===== src/rtl/psd_pkg.sv =====
package psd_pkg;

    localparam int COORD_W = 24;   // coordinate width, 8 fraction bits
    localparam int DIFF_W  = 25;   // difference of two coordinates
    localparam int PROD_W  = 50;   // product of two differences
    localparam int SUM_W   = 52;   // sum of three products
    localparam int MAG_W   = 50;   // magnitude of one cross product component
    localparam int HALF_W  = 25;   // half of a cross magnitude for partial products
    localparam int NUM_W   = 100;  // squared cross product length
    localparam int QUO_W   = 50;   // quotient bits, distance squared
    localparam int ROOT_W  = 25;   // distance bits
    localparam int CFG_IDX_W = 3;

    localparam int DEPTH = 4;
    localparam int PTR_W = 2;
    localparam int CNT_W = 3;

    localparam logic [CFG_IDX_W-1:0] CFG_START_X = 3'd0;
    localparam logic [CFG_IDX_W-1:0] CFG_START_Y = 3'd1;
    localparam logic [CFG_IDX_W-1:0] CFG_START_Z = 3'd2;
    localparam logic [CFG_IDX_W-1:0] CFG_END_X   = 3'd3;
    localparam logic [CFG_IDX_W-1:0] CFG_END_Y   = 3'd4;
    localparam logic [CFG_IDX_W-1:0] CFG_END_Z   = 3'd5;

    typedef enum logic [1:0] {
        REGION_START    = 2'd0,
        REGION_END      = 2'd1,
        REGION_INTERIOR = 2'd2
    } region_t;

    typedef struct packed {
        logic signed [DIFF_W-1:0] x;
        logic signed [DIFF_W-1:0] y;
        logic signed [DIFF_W-1:0] z;
    } vec_t;

    // Offsets of the query point from the start and from the end point.
    typedef struct packed {
        vec_t w;
        vec_t e;
    } item_t;

    typedef struct packed {
        logic signed [COORD_W-1:0] sx;
        logic signed [COORD_W-1:0] sy;
        logic signed [COORD_W-1:0] sz;
        logic signed [COORD_W-1:0] ex;
        logic signed [COORD_W-1:0] ey;
        logic signed [COORD_W-1:0] ez;
    } seg_t;

endpackage


===== src/rtl/psd_front.sv =====
module psd_front (
    input  logic                                aclk,
    input  logic                                aresetn,
    input  psd_pkg::seg_t                       seg,
    input  logic                                s_valid,
    output logic                                s_ready,
    input  logic signed [psd_pkg::COORD_W-1:0]  s_point_x,
    input  logic signed [psd_pkg::COORD_W-1:0]  s_point_y,
    input  logic signed [psd_pkg::COORD_W-1:0]  s_point_z,
    input  logic                                q_full,
    output logic                                q_push,
    output psd_pkg::item_t                      q_item
);

    logic           valid_reg;
    psd_pkg::item_t item_reg;
    psd_pkg::item_t item_next;

    assign q_push  = valid_reg && !q_full;
    assign s_ready = !valid_reg || !q_full;
    assign q_item  = item_reg;

    always_comb begin
        item_next.w.x = psd_pkg::DIFF_W'(s_point_x) - psd_pkg::DIFF_W'(seg.sx);
        item_next.w.y = psd_pkg::DIFF_W'(s_point_y) - psd_pkg::DIFF_W'(seg.sy);
        item_next.w.z = psd_pkg::DIFF_W'(s_point_z) - psd_pkg::DIFF_W'(seg.sz);
        item_next.e.x = psd_pkg::DIFF_W'(s_point_x) - psd_pkg::DIFF_W'(seg.ex);
        item_next.e.y = psd_pkg::DIFF_W'(s_point_y) - psd_pkg::DIFF_W'(seg.ey);
        item_next.e.z = psd_pkg::DIFF_W'(s_point_z) - psd_pkg::DIFF_W'(seg.ez);
    end

    always_ff @(posedge aclk) begin
        if (!aresetn) begin
            valid_reg <= 1'b0;
        end else if (s_ready) begin
            valid_reg <= s_valid;
        end
    end

    always_ff @(posedge aclk) begin
        if (s_valid && s_ready) begin
            item_reg <= item_next;
        end
    end

endmodule


===== config.mk =====
export PLATFORM = sky130hd
export DESIGN_NAME = psd_front
export DESIGN_NICKNAME = d
export VERILOG_FILES = /design/src/rtl/psd_pkg.sv /design/src/rtl/psd_front.sv
export SDC_FILE = /design/constraint.sdc
export NUM_CORES = 1
export LEC_CHECK = 0
export BUFFER_PORTS_ARGS = -buffer_cell sky130_fd_sc_hd__buf_4
export CORE_MARGIN = 2
export CORE_UTILIZATION = 50
export CTS_BUF_LIST = sky130_fd_sc_hd__clkbuf_8
export DETAILED_ROUTE_END_ITERATION = 16
export PLACE_DENSITY_LB_ADDON = 0.1
export SKIP_LAST_GASP = 1
export SYNTH_ARGS = -nofsm -noshare
export SYNTH_HDL_FRONTEND = slang
export SYNTH_SLANG_ARGS = --single-unit

===== constraint.sdc =====
create_clock -name aclk -period 7.5 [get_ports aclk]
set_clock_uncertainty 0.2 [all_clocks]
set_input_delay 1.5 -clock aclk [delete_from_list [all_inputs] [get_ports aclk]]
set_output_delay 1.5 -clock aclk [all_outputs]
set_load 0.01 [all_outputs]

==> flow_summary.ini <==
[outcome]
status = finished clean

[pwr]
power.density_mw_per_mm2 = 174
internal-power_uw = 1860
clkPwrFrac = 0.227
power_frac_comb = 0.375
sequentialPowerShare = 0.398
net-switching-power_uw = 957
power_uw = 2810
switching_share = 0.340
vdd_drop_max_v = 0.0000823
leakage_uw = 0.00770

[detailed_routing]
wirelength_um = 35600
drc_errors = 0
via_count = 11700
first_pass_iters = 5
via_per_inst = 5.56
first_iter_violations = 764
wl_per_cell_um = 17.0
ant_nets = 0

[grt]
grt_usage = 0.261
antenna_found_initial = 3
grt.overflow.total = 0
grt_pass1_wl_um = 54800
grt_pass1_vias = 11100
grt_max_degree = 61

[sta]
hold_viol = 0
worst_pin_slew_ns = 0.811
min_period_ns = 3.77
fmax_mhz = 265
whs_ns = 0.347
tns_ns = 0
relSlewSlack = 0.445
rsz0062_at_grt = no
fin_crit_sh = 0.503
setup-violations-final = 0
slew_violations = 0

[synth]
ys.warnings.count = 0
synthArstFlopShare = 0
synth_cell_types = 77
synth_fp_nets = 1751
synth_flop_cell = edfxtp_1
synth-edff-count = 150
netlist_area_sq_mm = 0.0126
seq_area_frac_synth = 0.358
netlist_instances = 1381
synth-seq-cells = 151
syn_area_per_cell_sq_um = 9.16

[flow_run]
drv_cap = 0

[min_path]
min_path_type = flop to flop
min_path_cells = 2

[cells_and_area]
largest_reg_flops = 150
fin_nets = 2120
fin_cells = 2095
fillers = 2173
regArea_sq_mm = 0.00452
postLayoutCellArea_sq_mm = 0.0162
drive_above_1_share = 0.240
synthToLayoutAreaGrowth_pct = 27.8
multiInputGateArea_sq_mm = 0.00726

[clocking]
insertion_delay_ns = 0.45
cts_buffer_depth = 2
cts_tree = yes
cts_setup_buffers = 0
h-tree-depth = 4
cts_root_buf = clkbuf_8
cts_hold_repair.buffers = 0
cts_resized = 0
clock-sinks = 151
cts_buffers = 17
clk_pin_slew_worst_paths_ns = 0.10

[worst_setup_path]
critPathMaxFanout = 4
required_ns = 7.52
cp-end-kind = flop
arrival_ns = 3.80
critPathLaunchType = input pin
reg2reg_depth = 3
crit_type = input pin to flop

[die]
die_h_um = 163
start_util = 0.505
fp.dieArea_sq_mm = 0.0266
core-area_sq_mm = 0.0250
io_pins = 372
row_count = 58
die_w_um = 163

[placement]
place_inst = 2061
dp_hpwl_um = 29000
portBuffers = 371
place_area_sq_mm = 0.0158
gp_congestion = 0.950
-- final timing paths --
check | startpoint | to | slack (ns)
max | s_point_x[0] | q_item[149] | 3.73
min | valid_reg | valid_reg | 0.35
max reg2reg | valid_reg | q_item[1] | 5.09
min reg2reg | valid_reg | valid_reg | 0.35
-- final cells by class --
type | instances | share of cell area
clock inverter | 14 | 0.00859
timing repair buffer | 373 | 0.173
clock buffer | 18 | 0.0153
tap | 330 | 0.0255
antenna | 2 | 0.000310
sequential | 151 | 0.280
multi-input combinational | 1002 | 0.449
inverter | 205 | 0.0476
-- logic make-up after synthesis --
group                    Yosys count  synth area share
AND/OR/NAND/NOR                  330             0.128
AO/OA/AOI/OAI                    422             0.225
multiplexers                       4           0.00317
buffers and inverters            228            0.0682
flip-flops                       151             0.358
adder cells (fa/ha/maj)          150             0.152
XOR/XNOR                          96            0.0665
-- synthesized netlist by cell type, types with 6 or more instances --
cell       number  area, sq um
nand3_1        33          165
a21oi_1       120          601
clkbuf_1       18         67.6
o21a_1         23          173
and2_1          7         43.8
nor2b_1        31          194
nor3_1         26          130
a211oi_1       15          113
nor2_1         92          345
o21ai_0        61          305
nand2_1        72          270
ha_1          144         1800
nand2b_1       17          106
o21ai_1         9         45.0
a21boi_0        8         60.1
nand4_1        17          106
o31a_1          9         78.8
o21bai_1       14          105
fa_1            6          120
o211ai_1       14          105
o2111ai_1       9         78.8
xnor2_1        70          613
inv_1         205          769
and3_1         11         68.8
a2111oi_0       6         52.6
xor2_1         26          228
edfxtp_1      150         4500
a21o_1         54          405
a31oi_1        12         75.1
-- stage by stage --
stage / setup slack, ns / utilization
5_1_grt: 3.62 / 0.646
6_report: 3.73 / 0.646
2_1_floorplan: 1.68 / -
3_5_place_dp: 3.24 / 0.630
4_1_cts: 3.75 / 0.645
3_3_place_gp: 3.30 / 0.630
-- layer usage --
layer | routed length [um] | GRT usage | part of all wire | vias to the layer above
li1 | - | - | - | 5771
met1 | 14300 | 0.311 | 0.40 | 5358
met2 | 16900 | 0.444 | 0.47 | 455
met3 | 2940 | 0.0698 | 0.083 | 72
met4 | 1420 | 0.113 | 0.040 | 2
met5 | 13 | 0 | 0.00036 | -
-- placed cells by master (no fill, tap or decap), types with 31 or more instances in the layout --
cell      instances
nand3_1          33
nor2_1           92
nand2_1          72
edfxtp_1        150
ha_1            144
buf_4           373
a21oi_1         120
inv_1           205
a21o_1           54
o21ai_0          61
xnor2_1          70
nor2b_1          31
-- critical path: stages --
cell	delay (ns)
buf_4	0.08
inv_1	0.05
ha_1	0.21
fa_1	0.41
nor2b_1	0.20
o31a_1	0.24
o21ai_1	0.15
o221a_2	0.31
o21ai_0	0.16
a21oi_1	0.13
o32a_1	0.36
-- power groups by stage --
stage / Combinational [uW] / Sequential (uW) / Clock [uW]
finish: 1060 / 1120 / 638
global route: 1160 / 1130 / 686
detailed placement: 1050 / 1140 / 0
CTS: 1050 / 1120 / 655
global placement: 1030 / 1140 / 0
floorplan: 583 / 1190 / 0
No activity file was read; power rests on OpenSTA's default activity.
