### src/rtl/psd_pkg.sv
package psd_pkg;

    localparam int COORD_W = 24;   // coordinate width, 8 fraction bits
    localparam int DIFF_W  = 25;   // difference of two coordinates
    localparam int PROD_W  = 50;   // product of two differences
    localparam int SUM_W   = 52;   // sum of three products
    localparam int MAG_W   = 50;   // magnitude of one cross product component
    localparam int HALF_W  = 25;   // half of a cross magnitude for partial products
    localparam int NUM_W   = 100;  // squared cross product length
    localparam int QUO_W   = 50;   // quotient bits, distance squared
    localparam int ROOT_W  = 25;   // distance bits
    localparam int CFG_IDX_W = 3;

    localparam int DEPTH = 4;
    localparam int PTR_W = 2;
    localparam int CNT_W = 3;

    localparam logic [CFG_IDX_W-1:0] CFG_START_X = 3'd0;
    localparam logic [CFG_IDX_W-1:0] CFG_START_Y = 3'd1;
    localparam logic [CFG_IDX_W-1:0] CFG_START_Z = 3'd2;
    localparam logic [CFG_IDX_W-1:0] CFG_END_X   = 3'd3;
    localparam logic [CFG_IDX_W-1:0] CFG_END_Y   = 3'd4;
    localparam logic [CFG_IDX_W-1:0] CFG_END_Z   = 3'd5;

    typedef enum logic [1:0] {
        REGION_START    = 2'd0,
        REGION_END      = 2'd1,
        REGION_INTERIOR = 2'd2
    } region_t;

    typedef struct packed {
        logic signed [DIFF_W-1:0] x;
        logic signed [DIFF_W-1:0] y;
        logic signed [DIFF_W-1:0] z;
    } vec_t;

    // Offsets of the query point from the start and from the end point.
    typedef struct packed {
        vec_t w;
        vec_t e;
    } item_t;

    typedef struct packed {
        logic signed [COORD_W-1:0] sx;
        logic signed [COORD_W-1:0] sy;
        logic signed [COORD_W-1:0] sz;
        logic signed [COORD_W-1:0] ex;
        logic signed [COORD_W-1:0] ey;
        logic signed [COORD_W-1:0] ez;
    } seg_t;

endpackage

### src/rtl/psd_fifo.sv
module psd_fifo (
    input  logic           aclk,
    input  logic           aresetn,
    input  logic           push,
    input  psd_pkg::item_t push_item,
    output logic           full,
    input  logic           pop,
    output logic           empty,
    output psd_pkg::item_t head
);

    psd_pkg::item_t              mem [0:psd_pkg::DEPTH-1];
    logic [psd_pkg::PTR_W-1:0]   wr_ptr_reg;
    logic [psd_pkg::PTR_W-1:0]   rd_ptr_reg;
    logic [psd_pkg::CNT_W-1:0]   count_reg;

    assign full  = (count_reg == psd_pkg::CNT_W'(psd_pkg::DEPTH));
    assign empty = (count_reg == '0);
    assign head  = mem[rd_ptr_reg];

    always_ff @(posedge aclk) begin
        if (push) begin
            mem[wr_ptr_reg] <= push_item;
        end
    end

    always_ff @(posedge aclk) begin
        if (!aresetn) begin
            wr_ptr_reg <= '0;
            rd_ptr_reg <= '0;
            count_reg  <= '0;
        end else begin
            if (push) begin
                wr_ptr_reg <= wr_ptr_reg + 1'b1;
            end
            if (pop) begin
                rd_ptr_reg <= rd_ptr_reg + 1'b1;
            end
            if (push && !pop) begin
                count_reg <= count_reg + 1'b1;
            end else if (pop && !push) begin
                count_reg <= count_reg - 1'b1;
            end
        end
    end

    a_no_overflow: assert property (@(posedge aclk) disable iff (!aresetn)
        !(push && full))
        else $error("item pushed into a full queue");

    a_no_underflow: assert property (@(posedge aclk) disable iff (!aresetn)
        !(pop && empty))
        else $error("item popped from an empty queue");

    a_count_bound: assert property (@(posedge aclk) disable iff (!aresetn)
        count_reg <= psd_pkg::CNT_W'(psd_pkg::DEPTH))
        else $error("queue count beyond its depth");

endmodule

### config.mk
export PLATFORM = sky130hd
export DESIGN_NAME = psd_fifo
export DESIGN_NICKNAME = d
export VERILOG_FILES = /design/src/rtl/psd_pkg.sv /design/src/rtl/psd_fifo.sv
export SDC_FILE = /design/constraint.sdc
export NUM_CORES = 1
export LEC_CHECK = 0
export BUFFER_PORTS_ARGS = -buffer_cell sky130_fd_sc_hd__buf_2
export CORE_ASPECT_RATIO = 0.7
export CORE_UTILIZATION = 40
export DETAILED_ROUTE_END_ITERATION = 8
export HOLD_SLACK_MARGIN = 0.15
export PLACE_DENSITY = 0.57
export SYNTH_ARGS = -nofsm -noshare
export SYNTH_HDL_FRONTEND = slang
export SYNTH_SLANG_ARGS = --single-unit
export TNS_END_PERCENT = 10
### constraint.sdc
create_clock -name aclk -period 12.21 [get_ports aclk]
set_input_delay 1.8315 -clock aclk [delete_from_list [all_inputs] [get_ports aclk]]
set_output_delay 1.8315 -clock aclk [all_outputs]
set_load 0.02 [all_outputs]
==> metrics.md <==
| Metric | Value |
|---|---|
| GR Util All Layers | 14.8% |
| Final setup skew | 0.00788 ns |
| YS warnings | 0 |
| Setup ws final | 6.60 ns |
| Most frequent cell after synthesis | edfxtp_1 |
| Synth area leaders | edfxtp_1 82%, mux4_2 15%, dfxtp_1 0.82%, buf_6 0.56%, buf_2 0.39% |
| Hold_buf cts | 0 |
| Critical path type | reg2out |
| Ports | 306 |
| CTS tree | yes |
| EDFF count, synth | 600 |
| Clock transition at the registers of the reported paths | 0.06 ns |
| Switching share of total power | 22.4% |
| Worst vdd ir | 0.000134 V |
| CP Capture Type | output port |
| I/O Buffers | 305 |
| # resized after CTS | 0 |
| Switching power total | 1.04 mW |
| Die W | 283 microns |
| R2R Setup Slk | 9.74 ns |
| CP Data Required Time | 10.38 ns |
| Root Driver | clkbuf_16 |
| Share of post-route cells with drive strength above 1 | 45.7% |
| Routability cong. | 0.723 |
| Final Hold Slack | 0.539 ns |
| Seq pwr share | 52.3% |
| Vias/cell | 4.98 |
| # clock sinks | 609 |
| Seq cells post-synth | 609 |
| Syn_nets | 987 |
| Vias in the first global route | 9,873 |
| Pint | 3.61 mW |
| Largest net degree at the start of global routing | 66 |
| Seq/Total Area, Yosys | 82.4% |
| Power consumption | 4.65 mW |
| Area leader, netlist | edfxtp_1 |
| Effective utilization at floorplan | 40.8% |
| Dpl hpwl | 24,300 microns |
| Clk_lat worst skew | 0.58 ns |
| RSZ-0062 raised after global routing | false |
| Worst Max-Slew Pin Slew | 1.03 ns |
| FF-to-FF End | mem[2][110]$_DFFE_PP_ |
| Max Buffers Root-to-Sink | 3 |
| DRT Pass-1 Iters | 5 |
| Synth-to-Final Area Change | 18.9% |
| Clk pwr share | 37.4% |
| Synth top area share | 81.6% |
| Global-route wire length before repair | 61,700 microns |
| Initial drt markers | 565 |
| Reg2Reg Depth | 4 |
| Pwr per Cell Area | 177 nW/um^2 |
| Tcrit/Tclk final | 45.9% |
| CORE AREA | 54,100 sq um |
| Final hold viol count | 0 |
| Drt wl/cell | 21.4 microns |
| Leak Pwr | 8.70 nW |
| Worst slew margin | 31.5% |
| Number of max-cap violations | 0 |
| Mapped Cells | 827 |
| Die area | 56,100 sq um |
| Max FFs per register | 600 |
| CTS Buf Count | 56 |
| Critical-path maximum fanout | 46 |
| Final Slew Violations | 0 |
| Synth top cells by count | 600 x edfxtp_1, 150 x mux4_2, 17 x buf_2, 11 x buf_6 |
| Residual DRC | 0 |
| Antenna violations before repair | 11 |
| Worst r2r src | wr_ptr_reg[0]$_SDFFE_PN0P_ |
| Syn_area_per_cell | 26.7 sq um |
| Vias | 9,688 |
| Top_reg_cell synth | edfxtp_1 |
| Hold Path Class | reg2reg |
| CP Capture Point | head[68] |
| H-tree Lvls | 2 |
| Die Span Y | 199 microns |
| FP Rows | 71 |
| Final #Nets | 1,329 |
| FFs w/ async S/R, synth | 0% |
| Max Fclk | 178 MHz |
| Post-route ant nets | 0 |
| Post-place setup slack | 7.03 ns |
| # setup viols final | 0 |
| Worst Path Arrival | 3.78 ns |
| Gr ovfl total | 0 |
| Drt total wl | 41,700 microns |
| CP Launch Type | register |
| Setup repair bufs after CTS | 0 |
| Status | completed |
| Distinct cells, synth | 20 |
| Synthesized area | 22,100 sq um |
| Fillers | 4,405 |
| Total negative slack | 0 ns |
| Min Tclk post-route | 5.61 ns |
| Comb pwr share | 10.2% |
worst max-delay path: stages (launching register included):
cell	delay (ns)
dfxtp_4	0.76
buf_4	0.69
buf_4	0.85
mux4_2	0.62
buf_2	0.18
cell type report:
cell class	instances	area (sq um)	share of cell area (%)
Multi-Input combinational cell	180	3640	13.9
Timing Repair Buffer	318	1620	6.19
Sequential cell	609	18200	69.4
Antenna cell	4	10.0	0.0381
Clock buffer	66	1460	5.57
Inverter	4	15.0	0.0572
Clock inverter	36	372	1.42
Tap cell	730	913	3.48
worst min path at each step:
stage,from,to,cells after the start
final,count_reg[2]$_SDFFE_PN0P_,count_reg[2]$_SDFFE_PN0P_,2
after global routing,count_reg[2]$_SDFFE_PN0P_,count_reg[2]$_SDFFE_PN0P_,2
after CTS,count_reg[2]$_SDFFE_PN0P_,count_reg[2]$_SDFFE_PN0P_,2
after detailed placement,count_reg[2]$_SDFFE_PN0P_,count_reg[2]$_SDFFE_PN0P_,2
after global placement,count_reg[2]$_SDFFE_PN0P_,count_reg[2]$_SDFFE_PN0P_,2
after floorplan,count_reg[2]$_SDFFE_PN0P_,count_reg[2]$_SDFFE_PN0P_,2
cells by family (layout without fill, tap and decap cells):
group                    count (synthesis)  count (layout)  share of synthesized area, %
other                                    0               4                             0
AND/OR/NAND/NOR                         15              15                         0.414
AO/OA/AOI/OAI                            2               2                        0.0567
XOR/XNOR                                 5               5                         0.198
adder cells (fa/ha/maj)                  6               6                         0.374
flip-flops                             609             609                          82.4
buffers and inverters                   38             424                          1.12
multiplexers                           152             152                          15.4
metrics by stage:
stage / instances / utilization [%] / instance area (sq um)
final: 1947 / 48.5 / 26200
after detailed placement: 1841 / 45.1 / 24400
after global placement: 1841 / 45.1 / 24400
after global routing: 1944 / 48.5 / 26200
after CTS: 1943 / 48.5 / 26200
after floorplan: 827 / - / 22100
cell usage in the layout, fill, tap and decap left out, drive strengths merged:
| cell type | n |
|---|---|
| fa | 1 |
| nor3b | 1 |
| inv | 4 |
| nor2b | 2 |
| and2 | 9 |
| ha | 5 |
| a21boi | 1 |
| or3 | 1 |
| dfxtp | 9 |
| clkinvlp | 3 |
| edfxtp | 600 |
| bufinv | 8 |
| buf | 318 |
| diode | 4 |
| xnor2 | 2 |
| o21ai | 1 |
| xor2 | 3 |
| nor3 | 1 |
| nand2 | 1 |
| mux4 | 150 |
| clkinv | 25 |
| clkbuf | 66 |
| mux2i | 2 |
power by group through the flow:
stage	clock [mW]	sequential (mW)	combinational, mW
6_report	1.74	2.44	0.476
5_1_grt	1.87	2.44	0.514
4_1_cts	1.79	2.44	0.490
3_5_place_dp	0	2.48	0.489
3_3_place_gp	0	2.48	0.486
2_1_floorplan	0	2.48	0.323
per-layer routing:
layer / global-route usage, % / part of all wire (%) / vias up
met5: 0 / 0.19 / -
met2: 22.0 / 46 / 263
li1: - / - / 4279
met1: 20.9 / 44 / 5070
met3: 5.18 / 8.5 / 62
met4: 3.58 / 1.6 / 14
(Power assumes the default switching activity.)
